### src/sv/rcoe_pkg.sv
// shared types, constants and helpers of the rc output word encoder
package rcoe_pkg;

    localparam int CHANNEL_COUNT        = 6;
    localparam int ZERO_THROTTLE_OFFSET = 48;
    localparam int CH_IDX_W             = (CHANNEL_COUNT > 1) ? $clog2(CHANNEL_COUNT) : 1;
    localparam int MASK_W               = 2 * CHANNEL_COUNT;
    localparam int FIFO_DEPTH           = 4;
    localparam int FIFO_PTR_W           = $clog2(FIFO_DEPTH);
    localparam int FIFO_CNT_W           = $clog2(FIFO_DEPTH + 1);

    localparam int CHANNEL_W = 3;
    localparam int WIDTH_W   = 15;
    localparam int MODES_W   = 12;
    localparam int TELEM_W   = 6;

    // request codes
    localparam logic [1:0] REQ_WRITE = 2'd0;
    localparam logic [1:0] REQ_CORK  = 2'd1;
    localparam logic [1:0] REQ_PUSH  = 2'd2;

    // configuration register indexes
    localparam logic [1:0] CFG_CHANNEL_MODES = 2'd0;
    localparam logic [1:0] CFG_TELEM_MASK    = 2'd1;

    typedef enum logic [1:0] {
        MODE_PWM        = 2'd0,
        MODE_ONESHOT    = 2'd1,
        MODE_ONESHOT125 = 2'd2,
        MODE_DSHOT      = 2'd3
    } mode_t;

    // one channel to encode, as passed from front to back
    typedef struct packed {
        logic [CHANNEL_W-1:0] ch;
        logic [WIDTH_W-1:0]   width;
        logic                 last;
    } job_t;

    typedef struct packed {
        logic busy;
        logic held;
    } front_status_t;

    function automatic mode_t mode_of(input logic [MODES_W-1:0] modes,
                                      input logic [CHANNEL_W-1:0] ch);
        logic [MODES_W-1:0] shifted;
        shifted = modes >> {ch, 1'b0};
        return mode_t'(shifted[1:0]);
    endfunction

endpackage

### src/sv/rcoe_front.sv
// front end: takes requests, keeps channel widths and sequences push flushes
module rcoe_front (
    input  logic                          aclk,
    input  logic                          aresetn,
    input  logic                          s_valid,
    output logic                          s_ready,
    input  logic [1:0]                    s_req_type,
    input  logic [rcoe_pkg::CHANNEL_W-1:0] s_channel,
    input  logic [rcoe_pkg::WIDTH_W-1:0]  s_pulse_us,
    input  logic [rcoe_pkg::MODES_W-1:0]  modes,
    input  logic                          q_full,
    output logic                          q_push,
    output rcoe_pkg::job_t                q_job,
    output rcoe_pkg::front_status_t       status
);

    logic [rcoe_pkg::WIDTH_W-1:0] pending_reg [rcoe_pkg::CHANNEL_COUNT];
    logic [rcoe_pkg::WIDTH_W-1:0] pending_next[rcoe_pkg::CHANNEL_COUNT];
    logic [rcoe_pkg::WIDTH_W-1:0] sent_reg    [rcoe_pkg::CHANNEL_COUNT];
    logic [rcoe_pkg::WIDTH_W-1:0] sent_next   [rcoe_pkg::CHANNEL_COUNT];
    logic                         held_reg, held_next;
    logic [rcoe_pkg::MASK_W-1:0]  mask_reg, mask_next;

    logic                          pick_found;
    logic [rcoe_pkg::MASK_W-1:0]   pick_bit;
    logic [rcoe_pkg::CHANNEL_W-1:0] pick_ch;
    logic [rcoe_pkg::MASK_W-1:0]   push_mask;
    logic                          accept;

    assign s_ready = (mask_reg == '0) && !q_full;
    assign accept  = s_valid && s_ready;
    assign status  = '{busy: (mask_reg != '0), held: held_reg};

    // lowest pending slot: pwm pass first, pulse-engine pass after
    always_comb begin
        pick_found = 1'b0;
        pick_bit   = '0;
        pick_ch    = '0;
        for (int i = 0; i < rcoe_pkg::MASK_W; i++) begin
            if (!pick_found && mask_reg[i]) begin
                pick_found = 1'b1;
                pick_bit   = rcoe_pkg::MASK_W'(1) << i;
                pick_ch    = (i < rcoe_pkg::CHANNEL_COUNT) ?
                             rcoe_pkg::CHANNEL_W'(i) :
                             rcoe_pkg::CHANNEL_W'(i - rcoe_pkg::CHANNEL_COUNT);
            end
        end
    end

    always_comb begin
        for (int c = 0; c < rcoe_pkg::CHANNEL_COUNT; c++) begin
            push_mask[c] = (rcoe_pkg::mode_of(modes, rcoe_pkg::CHANNEL_W'(c))
                            == rcoe_pkg::MODE_PWM) && (pending_reg[c] != sent_reg[c]);
            push_mask[rcoe_pkg::CHANNEL_COUNT + c] =
                rcoe_pkg::mode_of(modes, rcoe_pkg::CHANNEL_W'(c)) != rcoe_pkg::MODE_PWM;
        end
    end

    always_comb begin
        pending_next = pending_reg;
        sent_next    = sent_reg;
        held_next    = held_reg;
        mask_next    = mask_reg;
        q_push       = 1'b0;
        q_job        = '0;
        if (mask_reg != '0) begin
            if (!q_full) begin
                q_push      = 1'b1;
                q_job.ch    = pick_ch;
                q_job.width = pending_reg[pick_ch[rcoe_pkg::CH_IDX_W-1:0]];
                q_job.last  = (mask_reg & ~pick_bit) == '0;
                sent_next[pick_ch[rcoe_pkg::CH_IDX_W-1:0]] =
                    pending_reg[pick_ch[rcoe_pkg::CH_IDX_W-1:0]];
                mask_next   = mask_reg & ~pick_bit;
            end
        end else if (accept) begin
            unique case (s_req_type)
                rcoe_pkg::REQ_WRITE: begin
                    if (s_channel < rcoe_pkg::CHANNEL_W'(rcoe_pkg::CHANNEL_COUNT)) begin
                        pending_next[s_channel[rcoe_pkg::CH_IDX_W-1:0]] = s_pulse_us;
                        if (!held_reg) begin
                            sent_next[s_channel[rcoe_pkg::CH_IDX_W-1:0]] = s_pulse_us;
                            q_push      = 1'b1;
                            q_job.ch    = s_channel;
                            q_job.width = s_pulse_us;
                            q_job.last  = 1'b1;
                        end
                    end
                end
                rcoe_pkg::REQ_CORK: begin
                    held_next = 1'b1;
                end
                rcoe_pkg::REQ_PUSH: begin
                    if (held_reg) begin
                        mask_next = push_mask;
                        held_next = 1'b0;
                    end
                end
                default: begin
                end
            endcase
        end
    end

    always_ff @(posedge aclk) begin
        if (!aresetn) begin
            held_reg <= 1'b0;
            mask_reg <= '0;
            for (int c = 0; c < rcoe_pkg::CHANNEL_COUNT; c++) begin
                pending_reg[c] <= '0;
                sent_reg[c]    <= '0;
            end
        end else begin
            held_reg    <= held_next;
            mask_reg    <= mask_next;
            pending_reg <= pending_next;
            sent_reg    <= sent_next;
        end
    end

endmodule

### src/sv/rcoe_fifo.sv
// short job queue between front and back
module rcoe_fifo (
    input  logic           aclk,
    input  logic           aresetn,
    input  logic           push,
    input  rcoe_pkg::job_t push_job,
    output logic           full,
    input  logic           pop,
    output logic           head_valid,
    output rcoe_pkg::job_t head_job
);

    rcoe_pkg::job_t                  mem [rcoe_pkg::FIFO_DEPTH];
    logic [rcoe_pkg::FIFO_PTR_W-1:0] wr_ptr_reg, rd_ptr_reg;
    logic [rcoe_pkg::FIFO_CNT_W-1:0] count_reg;
    logic                            do_push, do_pop;

    assign full       = count_reg == rcoe_pkg::FIFO_CNT_W'(rcoe_pkg::FIFO_DEPTH);
    assign head_valid = count_reg != '0;
    assign head_job   = mem[rd_ptr_reg];
    assign do_push    = push && !full;
    assign do_pop     = pop && head_valid;

    always_ff @(posedge aclk) begin
        if (do_push) begin
            mem[wr_ptr_reg] <= push_job;
        end
    end

    always_ff @(posedge aclk) begin
        if (!aresetn) begin
            wr_ptr_reg <= '0;
            rd_ptr_reg <= '0;
            count_reg  <= '0;
        end else begin
            if (do_push) begin
                wr_ptr_reg <= wr_ptr_reg + 1'b1;
            end
            if (do_pop) begin
                rd_ptr_reg <= rd_ptr_reg + 1'b1;
            end
            if (do_push && !do_pop) begin
                count_reg <= count_reg + 1'b1;
            end else if (do_pop && !do_push) begin
                count_reg <= count_reg - 1'b1;
            end
        end
    end

endmodule

### src/sv/rcoe_back.sv
// back end: encodes one channel per cycle into the output register unless m_ready stalls it
module rcoe_back (
    input  logic                           aclk,
    input  logic                           aresetn,
    input  logic [rcoe_pkg::MODES_W-1:0]   modes,
    input  logic [rcoe_pkg::TELEM_W-1:0]   telem,
    input  logic                           head_valid,
    input  rcoe_pkg::job_t                 head_job,
    output logic                           pop,
    output logic                           m_valid,
    input  logic                           m_ready,
    output logic [rcoe_pkg::CHANNEL_W-1:0] m_out_channel,
    output logic                           m_out_kind,
    output logic [31:0]                    m_out_word,
    output logic                           m_last
);

    logic                           valid_reg;
    logic [rcoe_pkg::CHANNEL_W-1:0] ch_reg;
    logic                           kind_reg;
    logic [31:0]                    word_reg;
    logic                           last_reg;

    rcoe_pkg::mode_t mode;
    logic [31:0]     word_next;
    logic            kind_next;

    // dshot path
    logic [10:0] thr;
    logic [9:0]  thr_off;
    logic [10:0] val;
    logic [11:0] pkt;
    logic [3:0]  csum;
    // oneshot path
    logic [rcoe_pkg::WIDTH_W-1:0] os_w;
    logic [15:0]                  ticks;

    assign pop  = head_valid && (!valid_reg || m_ready);
    assign mode = rcoe_pkg::mode_of(modes, head_job.ch);

    always_comb begin
        thr     = (head_job.width > 15'd2000) ? 11'd2000 : head_job.width[10:0];
        thr_off = 10'(thr - 11'd1000);
        val     = '0;
        if (thr >= 11'd1000) begin
            val = {thr_off, 1'b0};
            if (val > 11'd1999) begin
                val = 11'd1999;
            end
        end
        if (val != '0) begin
            val = val + 11'(rcoe_pkg::ZERO_THROTTLE_OFFSET);
        end
        pkt  = {val, telem[head_job.ch]};
        csum = pkt[3:0] ^ pkt[7:4] ^ pkt[11:8];

        os_w = (mode == rcoe_pkg::MODE_ONESHOT125) ? (head_job.width >> 3) : head_job.width;
        if (mode == rcoe_pkg::MODE_ONESHOT125 && os_w == '0) begin
            os_w = rcoe_pkg::WIDTH_W'(1);
        end
        ticks = {os_w, 1'b0};

        unique case (mode)
            rcoe_pkg::MODE_PWM: begin
                word_next = 32'({head_job.width, 1'b0});
                kind_next = 1'b0;
            end
            rcoe_pkg::MODE_DSHOT: begin
                word_next = {pkt, csum, 16'h0000};
                kind_next = 1'b1;
            end
            rcoe_pkg::MODE_ONESHOT, rcoe_pkg::MODE_ONESHOT125: begin
                word_next = (ticks > 16'd2) ? 32'(ticks - 16'd2) : 32'd0;
                kind_next = 1'b1;
            end
        endcase
    end

    always_ff @(posedge aclk) begin
        if (!aresetn) begin
            valid_reg <= 1'b0;
        end else if (pop) begin
            valid_reg <= 1'b1;
        end else if (m_ready) begin
            valid_reg <= 1'b0;
        end
    end

    always_ff @(posedge aclk) begin
        if (pop) begin
            ch_reg   <= head_job.ch;
            kind_reg <= kind_next;
            word_reg <= word_next;
            last_reg <= head_job.last;
        end
    end

    assign m_valid       = valid_reg;
    assign m_out_channel = ch_reg;
    assign m_out_kind    = kind_reg;
    assign m_out_word    = word_reg;
    assign m_last        = last_reg;

endmodule

### src/sv/rc_output_word_encoder_top.sv
// top level of the rc output word encoder: config registers, front, queue and back
// a write that is not held is stored in the job queue and then in the output register
//   before m_valid rises
// throughput: one write per cycle while no push is being walked and the four-entry job queue
//   has room; after an accepted push the front emits one job per picked channel (up to 6)
// the back encoder retires one result per cycle into the output register unless m_ready stalls it
// reset: synchronous active-low aresetn clears widths, hold, queue and config; no clearing pass
module rc_output_word_encoder_top (
    input  logic                           aclk,
    input  logic                           aresetn,
    // configuration writes
    input  logic                           cfg_we,
    input  logic [1:0]                     cfg_index,
    input  logic [rcoe_pkg::MODES_W-1:0]   cfg_wdata,
    // request channel
    input  logic                           s_valid,
    output logic                           s_ready,
    input  logic [1:0]                     s_req_type,
    input  logic [rcoe_pkg::CHANNEL_W-1:0] s_channel,
    input  logic [rcoe_pkg::WIDTH_W-1:0]   s_pulse_us,
    // result channel
    output logic                           m_valid,
    input  logic                           m_ready,
    output logic [rcoe_pkg::CHANNEL_W-1:0] m_out_channel,
    output logic                           m_out_kind,
    output logic [31:0]                    m_out_word,
    output logic                           m_last
);

    // channel modes and telemetry request bits
    logic [rcoe_pkg::MODES_W-1:0] modes_reg;
    logic [rcoe_pkg::TELEM_W-1:0] telem_reg;

    // front to queue
    logic                    q_push;
    logic                    q_full;
    rcoe_pkg::job_t          q_job;
    rcoe_pkg::front_status_t front_status;

    // queue to back
    logic                    q_pop;
    logic                    q_head_valid;
    rcoe_pkg::job_t          q_head_job;

    // writes beyond the register list are dropped
    always_ff @(posedge aclk) begin
        if (!aresetn) begin
            modes_reg <= '0;
            telem_reg <= '0;
        end else if (cfg_we) begin
            if (cfg_index == rcoe_pkg::CFG_CHANNEL_MODES) begin
                modes_reg <= cfg_wdata;
            end else if (cfg_index == rcoe_pkg::CFG_TELEM_MASK) begin
                telem_reg <= cfg_wdata[rcoe_pkg::TELEM_W-1:0];
            end
        end
    end

    // front: classifies each transfer, walks channels on a push
    rcoe_front u_front (
        .aclk       (aclk),
        .aresetn    (aresetn),
        .s_valid    (s_valid),
        .s_ready    (s_ready),
        .s_req_type (s_req_type),
        .s_channel  (s_channel),
        .s_pulse_us (s_pulse_us),
        .modes      (modes_reg),
        .q_full     (q_full),
        .q_push     (q_push),
        .q_job      (q_job),
        .status     (front_status)
    );

    // queue lets front and back stall independently
    rcoe_fifo u_fifo (
        .aclk       (aclk),
        .aresetn    (aresetn),
        .push       (q_push),
        .push_job   (q_job),
        .full       (q_full),
        .pop        (q_pop),
        .head_valid (q_head_valid),
        .head_job   (q_head_job)
    );

    // back: word encoding and output register
    rcoe_back u_back (
        .aclk          (aclk),
        .aresetn       (aresetn),
        .modes         (modes_reg),
        .telem         (telem_reg),
        .head_valid    (q_head_valid),
        .head_job      (q_head_job),
        .pop           (q_pop),
        .m_valid       (m_valid),
        .m_ready       (m_ready),
        .m_out_channel (m_out_channel),
        .m_out_kind    (m_out_kind),
        .m_out_word    (m_out_word),
        .m_last        (m_last)
    );

    // the front never offers a job to a full queue
    a_no_overflow: assert property (@(posedge aclk) disable iff (!aresetn)
        !(q_push && q_full))
        else $error("job offered to full queue");

    // no new transfer while a push is still being walked
    a_ready_idle: assert property (@(posedge aclk) disable iff (!aresetn)
        front_status.busy |-> !s_ready)
        else $error("request taken during push walk");

    // a push transfer always releases the hold
    a_push_uncorks: assert property (@(posedge aclk) disable iff (!aresetn)
        (s_valid && s_ready && s_req_type == rcoe_pkg::REQ_PUSH) |=> !front_status.held)
        else $error("hold not released by push");

    // result kind follows the channel mode
    a_kind_mode: assert property (@(posedge aclk) disable iff (!aresetn)
        m_valid |-> (m_out_kind ==
            (rcoe_pkg::mode_of(modes_reg, m_out_channel) != rcoe_pkg::MODE_PWM)))
        else $error("result kind does not match channel mode");

endmodule
### config.mk
export PLATFORM = sky130hd
export DESIGN_NAME = rc_output_word_encoder_top
export DESIGN_NICKNAME = d
export VERILOG_FILES = /design/src/sv/rcoe_pkg.sv /design/src/sv/rcoe_front.sv /design/src/sv/rcoe_fifo.sv /design/src/sv/rcoe_back.sv /design/src/sv/rc_output_word_encoder_top.sv
export SDC_FILE = /design/constraint.sdc
export NUM_CORES = 1
export LEC_CHECK = 0
export BUFFER_PORTS_ARGS = -buffer_cell sky130_fd_sc_hd__clkbuf_2
export CORE_MARGIN = 4
export CORE_UTILIZATION = 60
export DETAILED_ROUTE_END_ITERATION = 10
export PLACE_DENSITY = 0.74
export SLEW_MARGIN = 20
export SYNTH_ARGS = -nofsm -noshare
export SYNTH_HDL_FRONTEND = slang
export SYNTH_SLANG_ARGS = --single-unit
### constraint.sdc
create_clock -name aclk -period 6.3 [get_ports aclk]
set_input_delay 0.315 -clock aclk [delete_from_list [all_inputs] [get_ports aclk]]
set_output_delay 0.315 -clock aclk [all_outputs]
set_load 0.01 [all_outputs]
==> flow_summary.json, run 1 <==
{
  "clk_pin_slew_ps": 60,
  "dpl.hpwl_mm": 32.70,
  "grt_max_degree": 124,
  "max_cap_viol_count": 0,
  "rows": 62,
  "synth_top_family_by_area": "simple AND/OR/NAND/NOR gates",
  "initial_core_util": 0.6097,
  "avgSynthCellArea_sq_um": 8.867,
  "clock-sinks": 333,
  "vdd_ir_drop_max_mv": 0.4321,
  "place.gp.congestion": 0.9268,
  "finalCriticalPeriod_ps": 5672,
  "synth_flop_cell": "dfxtp_1",
  "nets": 2010,
  "via_per_inst": 6.548,
  "cts_buffers": 36,
  "dpl_cell_area_sq_mm": 0.01804,
  "first_pass_iters": 8,
  "drtIter0Drc": 2138,
  "wl_mm": 50.84,
  "synth_edf_count": 112,
  "grt_pass1_vias": 14140,
  "leakagePower_uw": 0.006926,
  "synth-seq-area-share": 0.4438,
  "tns_ps": 0,
  "relSlewSlack": 0.2410,
  "syn_area_sq_mm": 0.01755,
  "area_delta_synth_final_pct": 10.10,
  "vias": 15500,
  "r2r_cells": 18,
  "cp_max_fo": 39,
  "portBuffers": 76,
  "synthSimpleGateAreaFrac": 0.1995,
  "synthCells": 1979,
  "worstHoldPathType": "in -> reg",
  "layout_commonest_cell": "nand2_1",
  "finalCritPeriodShare": 0.9003,
  "r2r_setup_slack_ps": 630,
  "design_area_sq_mm": 0.01932,
  "tightest_slew_ps": 1128,
  "synthXorXnorAreaFrac": 0.05725,
  "worstPathRequired_ps": 6580,
  "power_density_mw_per_mm2": 607.2,
  "drc_errors": 0,
  "layout-drive-gt1-share": 0.1206,
  "cts_buffer_depth": 3,
  "grt_usage": 0.3112,
  "antenna_found_initial": 1,
  "rsz0062_at_grt": "false",
  "clk_latency_ps": 510,
  "syn_nets": 2033,
  "wl_per_cell_um": 21.48,
  "yosysUniqueCellTypes": 77,
  "ys_ff_latch": 333,
  "worstReg2RegEnd": "u_back.m_out_word[17]",
  "h-tree-depth": 2,
  "max_freq_mhz": 176.3,
  "fin_worst_skew_ps": 13.03,
  "synthMuxAreaShare": 0.05661,
  "async_flop_share": 0,
  "synth-adder-area-share": 0.01169,
  "clock-root-buffer": "clkbuf_16",
  "io_pins": 78,
  "grt_pass1_wl_mm": 79.43,
  "coreArea_sq_mm": 0.02878,
  "ant_nets": 0,
  "start_kind": "flop",
  "setup_violations": 0,
  "grt-ovfl-total": 0,
  "hold_violations": 0,
  "cts_tree": "yes",
  "criticalPathCategory": "reg -> reg",
  "holdWs_ps": 65.03,
  "final_util": 0.6713,
  "yosys_warnings": 0,
  "cp.arrival_ps": 5950,
  "die_area_sq_mm": 0.03205,
  "cts_setup_buffers": 0,
  "fp.dieH_um": 179.0,
  "die_x_um": 179.0,
  "final_cell_mix": "nand2_1 (381), dfxtp_1 (221), o21ai_0 (160)",
  "cp-end-kind": "flop",
  "finalMaxSlewViolations": 0,
  "synth_compound_area_frac": 0.1876,
  "endpoint": "u_back.m_out_word[17]",
  "status": "finished clean"
}
==> power breakdown <==
group	switching [uW]	internal (uW)
logic	4380	1830
registers	267	3040
clock network	840	1380
==> per-stage QoR <==
| step | power (uW) | instances | worst slack, ps |
|---|---|---|---|
| final | 11730 | 2367 | 628.2 |
| after global routing | 12340 | 2366 | 153.0 |
| after detailed placement | 9362 | 2302 | 579.7 |
| after CTS | 11590 | 2366 | 580.4 |
| after global placement | 9242 | 2302 | 765.0 |
| after floorplan | 7555 | 1979 | 1424 |
==> worst min-delay path by stage <==
stage / startpoint / end / slack, ps / depth (start not counted)
2_1_floorplan: u_front.pending_reg[10] / u_front.pending_reg[10] / 460 / 2
3_3_place_gp: u_front.pending_reg[36] / u_front.pending_reg[36] / 470 / 2
4_1_cts: cfg_wdata[7] / modes_reg[7] / 60 / 3
5_1_grt: cfg_wdata[7] / modes_reg[7] / 70 / 3
3_5_place_dp: u_front.pending_reg[6] / u_front.pending_reg[6] / 490 / 2
6_report: cfg_wdata[7] / modes_reg[7] / 70 / 3
==> cells in the mapped netlist (14+ instances only) <==
cell / number / share of area
a31oi_1: 94 / 0.034
clkbuf_1: 132 / 0.028
mux4_2: 19 / 0.024
nor2_1: 47 / 0.010
nor3_1: 23 / 0.0066
nor4_1: 20 / 0.0071
nand3_1: 66 / 0.019
buf_2: 20 / 0.0057
a21boi_0: 105 / 0.045
xnor2_1: 41 / 0.020
inv_1: 22 / 0.0047
nor2b_1: 28 / 0.010
edfxtp_1: 112 / 0.19
ha_1: 14 / 0.010
o21ai_0: 160 / 0.046
mux2i_1: 34 / 0.019
nand4_1: 103 / 0.037
mux2_2: 20 / 0.013
o221ai_1: 17 / 0.0085
xor2_1: 71 / 0.035
dfxtp_1: 221 / 0.25
nand2_1: 382 / 0.082
a21oi_1: 56 / 0.016
==> cell type report <==
cell class / instances / area, sq um
diodes: 1 / 2.502
clock buffers: 52 / 1062
clock inverters: 12 / 193.9
fillers: 2287 / 9459
inverters: 23 / 86.33
multi-input cells: 1457 / 9104
flip-flops and latches: 333 / 7787
well taps: 384 / 480.5
repair buffers: 105 / 604.3
==> metal layers <==
layer,up-vias,track usage,part of all wire
met5,-,0,0
met4,0,0.1356,0.048
met3,153,0.05399,0.095
met2,869,0.4867,0.45
met1,7344,0.4270,0.40
li1,7132,-,-
==> kinds of logic (layout without fill, tap and decap cells) <==
| group | count (synthesis) | in the layout |
|---|---|---|
| flip-flops | 333 | 333 |
| buffers and inverters | 189 | 192 |
| AO/OA/AOI/OAI | 519 | 519 |
| multiplexers | 73 | 73 |
| adder cells (fa/ha/maj) | 16 | 16 |
| AND/OR/NAND/NOR | 735 | 735 |
| XOR/XNOR | 113 | 113 |
| other | 1 | 2 |
==> worst max-delay path, cell delays in order, from the launching register on <==
cell and delay (ps):
dfxtp_1 350, buf_4 350, mux4_2 690, mux2i_1 160, o21ai_0 320, ha_1 320, buf_4 410, mux2i_1 270
o21ai_1 220, nor3_2 280, a31oi_1 120, o21bai_1 200, ha_1 280, nor2_1 250, nand3_1 110, nor2_1 100
nand2_1 350, a21boi_1 270, a2111oi_1 400
==> what timing repair did <==
action / CTS / global route
hold endpoints to repair: 0 / 0
hold buffers: 0 / 0
setup endpoints to repair: 0 / 1
resized for setup: 0 / 1
(Power assumes the default switching activity.)
==> run 2, diff against run 1 <==
- SYNTH_HIERARCHICAL: default -> 1
==> run 2 against run 1 <==
  * Worst hold slack got worse by 29 ps
  * Largest power group unchanged
  * Count of clock-buffer cells in the layout fell by 1
  * Fmax rose by 3.0%
  * Sequential share of layout area rose by 0.30 points
  * Power fell by 17%
  * Setup slack improved by 160 ps
  * Flip-flop and latch count did not move
==> flow_summary.json, run 2 <==
{
  "max_freq_mhz": 181.6,
  "finalCriticalPeriod_ps": 5508,
  "yosys_warnings": 6,
  "relSlewSlack": 0.2419,
  "die_area_sq_mm": 0.03230,
  "cp.arrival_ps": 5870,
  "fill_cells": 2345,
  "max_cap_viol_count": 0,
  "power_density_mw_per_mm2": 505.6,
  "antenna_found_initial": 1,
  "leakagePower_uw": 0.007216,
  "clock-root-buffer": "clkbuf_16",
  "cts_setup_buffers": 0,
  "grt_pass1_vias": 13380,
  "vdd_ir_drop_max_mv": 0.3474,
  "finalCritPeriodShare": 0.8743,
  "io_pins": 78,
  "status": "finished clean",
  "initial_core_util": 0.6130,
  "setup_violations": 0,
  "vias": 14270,
  "wl_per_cell_um": 21.77,
  "wl_mm": 48.45,
  "critical_path_buf_inv_count": 2,
  "clk_pin_slew_ps": 60,
  "cp-end-kind": "flop",
  "rows": 62,
  "tns_ps": 0,
  "use_met1": 0.3789,
  "grt_max_degree": 122,
  "cts-resized-gates": 0,
  "path_cells": "buf_4 > mux4_1 > nand2b_1 > o22a_1 > ha_1 > nor3b_1 > o22ai_1 > nor2_1 > nor2_1 > a21oi_1 > inv_1 > ha_1 > nor2_1 > o41ai_2 > nor3_2 > nand2b_1 > o21ai_1",
  "dpl.hpwl_mm": 32.19,
  "syn_nets": 1880,
  "grt-ovfl-total": 0,
  "cts_hold_buf": 0,
  "intPower_uw": 5392,
  "cts_buffers": 37,
  "via_per_inst": 6.412,
  "first_pass_iters": 5,
  "start_kind": "flop",
  "slowest_delay_ps": 800,
  "grtUsageMet2": 0.4752,
  "grt_usage": 0.2860,
  "grt_pass1_wl_mm": 75.40,
  "worstPathRequired_ps": 6660,
  "drc_errors": 0,
  "fp.dieH_um": 179.7,
  "final_cell_mix": "nand2_1 (312), dfxtp_1 (221), edfxtp_1 (112)",
  "clock-sinks": 333,
  "seqPwrFrac": 0.303,
  "ant_nets": 0,
  "tightest_slew_ps": 1127,
  "cpMaxStageDelayCell": "nor3_2",
  "drtIter0Drc": 1585,
  "cp_max_fo": 20,
  "pwr-share-comb": 0.485,
  "rsz0062_at_grt": "false",
  "layout-drive-gt1-share": 0.1217,
  "fin_worst_skew_ps": 24.16,
  "layout_commonest_cell": "nand2_1",
  "gr-usage-met3": 0.04608,
  "portBuffers": 76,
  "criticalPathCategory": "reg -> reg",
  "p_sw_frac": 0.4439,
  "place.gp.congestion": 0.9373,
  "syn_area_sq_mm": 0.01769,
  "area_delta_synth_final_pct": 8.409,
  "nets": 1869,
  "synthCells": 1825,
  "hold_violations": 0,
  "cts_buffer_depth": 3,
  "clk_latency_ps": 520,
  "final_util": 0.6646,
  "die_x_um": 179.7,
  "grt-busiest-layer": "met2",
  "avgSynthCellArea_sq_um": 9.694,
  "p_total_uw": 9696,
  "p_sw_uw": 4304,
  "finalMaxSlewViolations": 0,
  "coreArea_sq_mm": 0.02886,
  "p_clk_frac": 0.212,
  "worstHoldPathType": "in -> reg",
  "h-tree-depth": 2,
  "cpMostUsedCell": "nor2_1",
  "cts_tree": "yes",
  "critPathTopFamily": "simple AND/OR/NAND/NOR gates"
}
run 2: final timing paths:
path / start / end / slack, ps / cells past startpoint
hold reg to reg: telem_reg[0] / telem_reg[0] / 460 / 2
hold / removal: cfg_wdata[7] / modes_reg[7] / 40 / 3
setup reg to reg: flop / u_back/m_out_word[19] / 790 / 17
setup / recovery: flop / u_back/m_out_word[19] / 790 / 17
run 2: through the flow:
stage                     hold WS [ps]  worst slack (ps)  cells  area [sq um]
after floorplan                  432.6              1647   1825         17690
after global placement           451.6              1019   2158         17990
after detailed placement         453.6             842.3   2158         17990
after CTS                        19.50             808.8   2224         19150
after global routing             41.21             366.7   2225         19180
final                            36.50             791.9   2226         19180
run 2: layout make-up:
| cell class | instances | area [sq um] | area share |
|---|---|---|---|
| antenna | 1 | 2.502 | 0.0001305 |
| multi-input combinational | 1309 | 9069 | 0.4729 |
| tap | 384 | 480.5 | 0.02505 |
| clock inverter | 15 | 82.58 | 0.004306 |
| clock buffer | 51 | 1076 | 0.05611 |
| sequential | 333 | 7787 | 0.4061 |
| timing repair buffer | 95 | 538.0 | 0.02805 |
| inverter | 38 | 142.6 | 0.007437 |
run 2: worst register-to-register path, delay by kind of cell (launching register included):
family | cells | cell delay, ps
and+or+nand+nor | 7 | 1960
DFF | 1 | 390
adders and majority gates | 2 | 890
AOI/OAI and AO/OA | 5 | 1040
muxes | 1 | 700
buffers and inverters | 2 | 400
run 2: metal layers:
layer | share of wire | wire [um]
met4 | 0.040 | 1928
met2 | 0.48 | 23110
met3 | 0.074 | 3571
met5 | 0 | 0
met1 | 0.41 | 19840
run 2: power groups by stage:
stage                     clock network (uW)  registers [uW]  logic (uW)
after detailed placement                   0            2990        4580
after CTS                               2080            2940        4600
after global placement                     0            2970        4530
after floorplan                            0            2990        3430
after global routing                    2180            2980        5020
final                                   2060            2940        4700
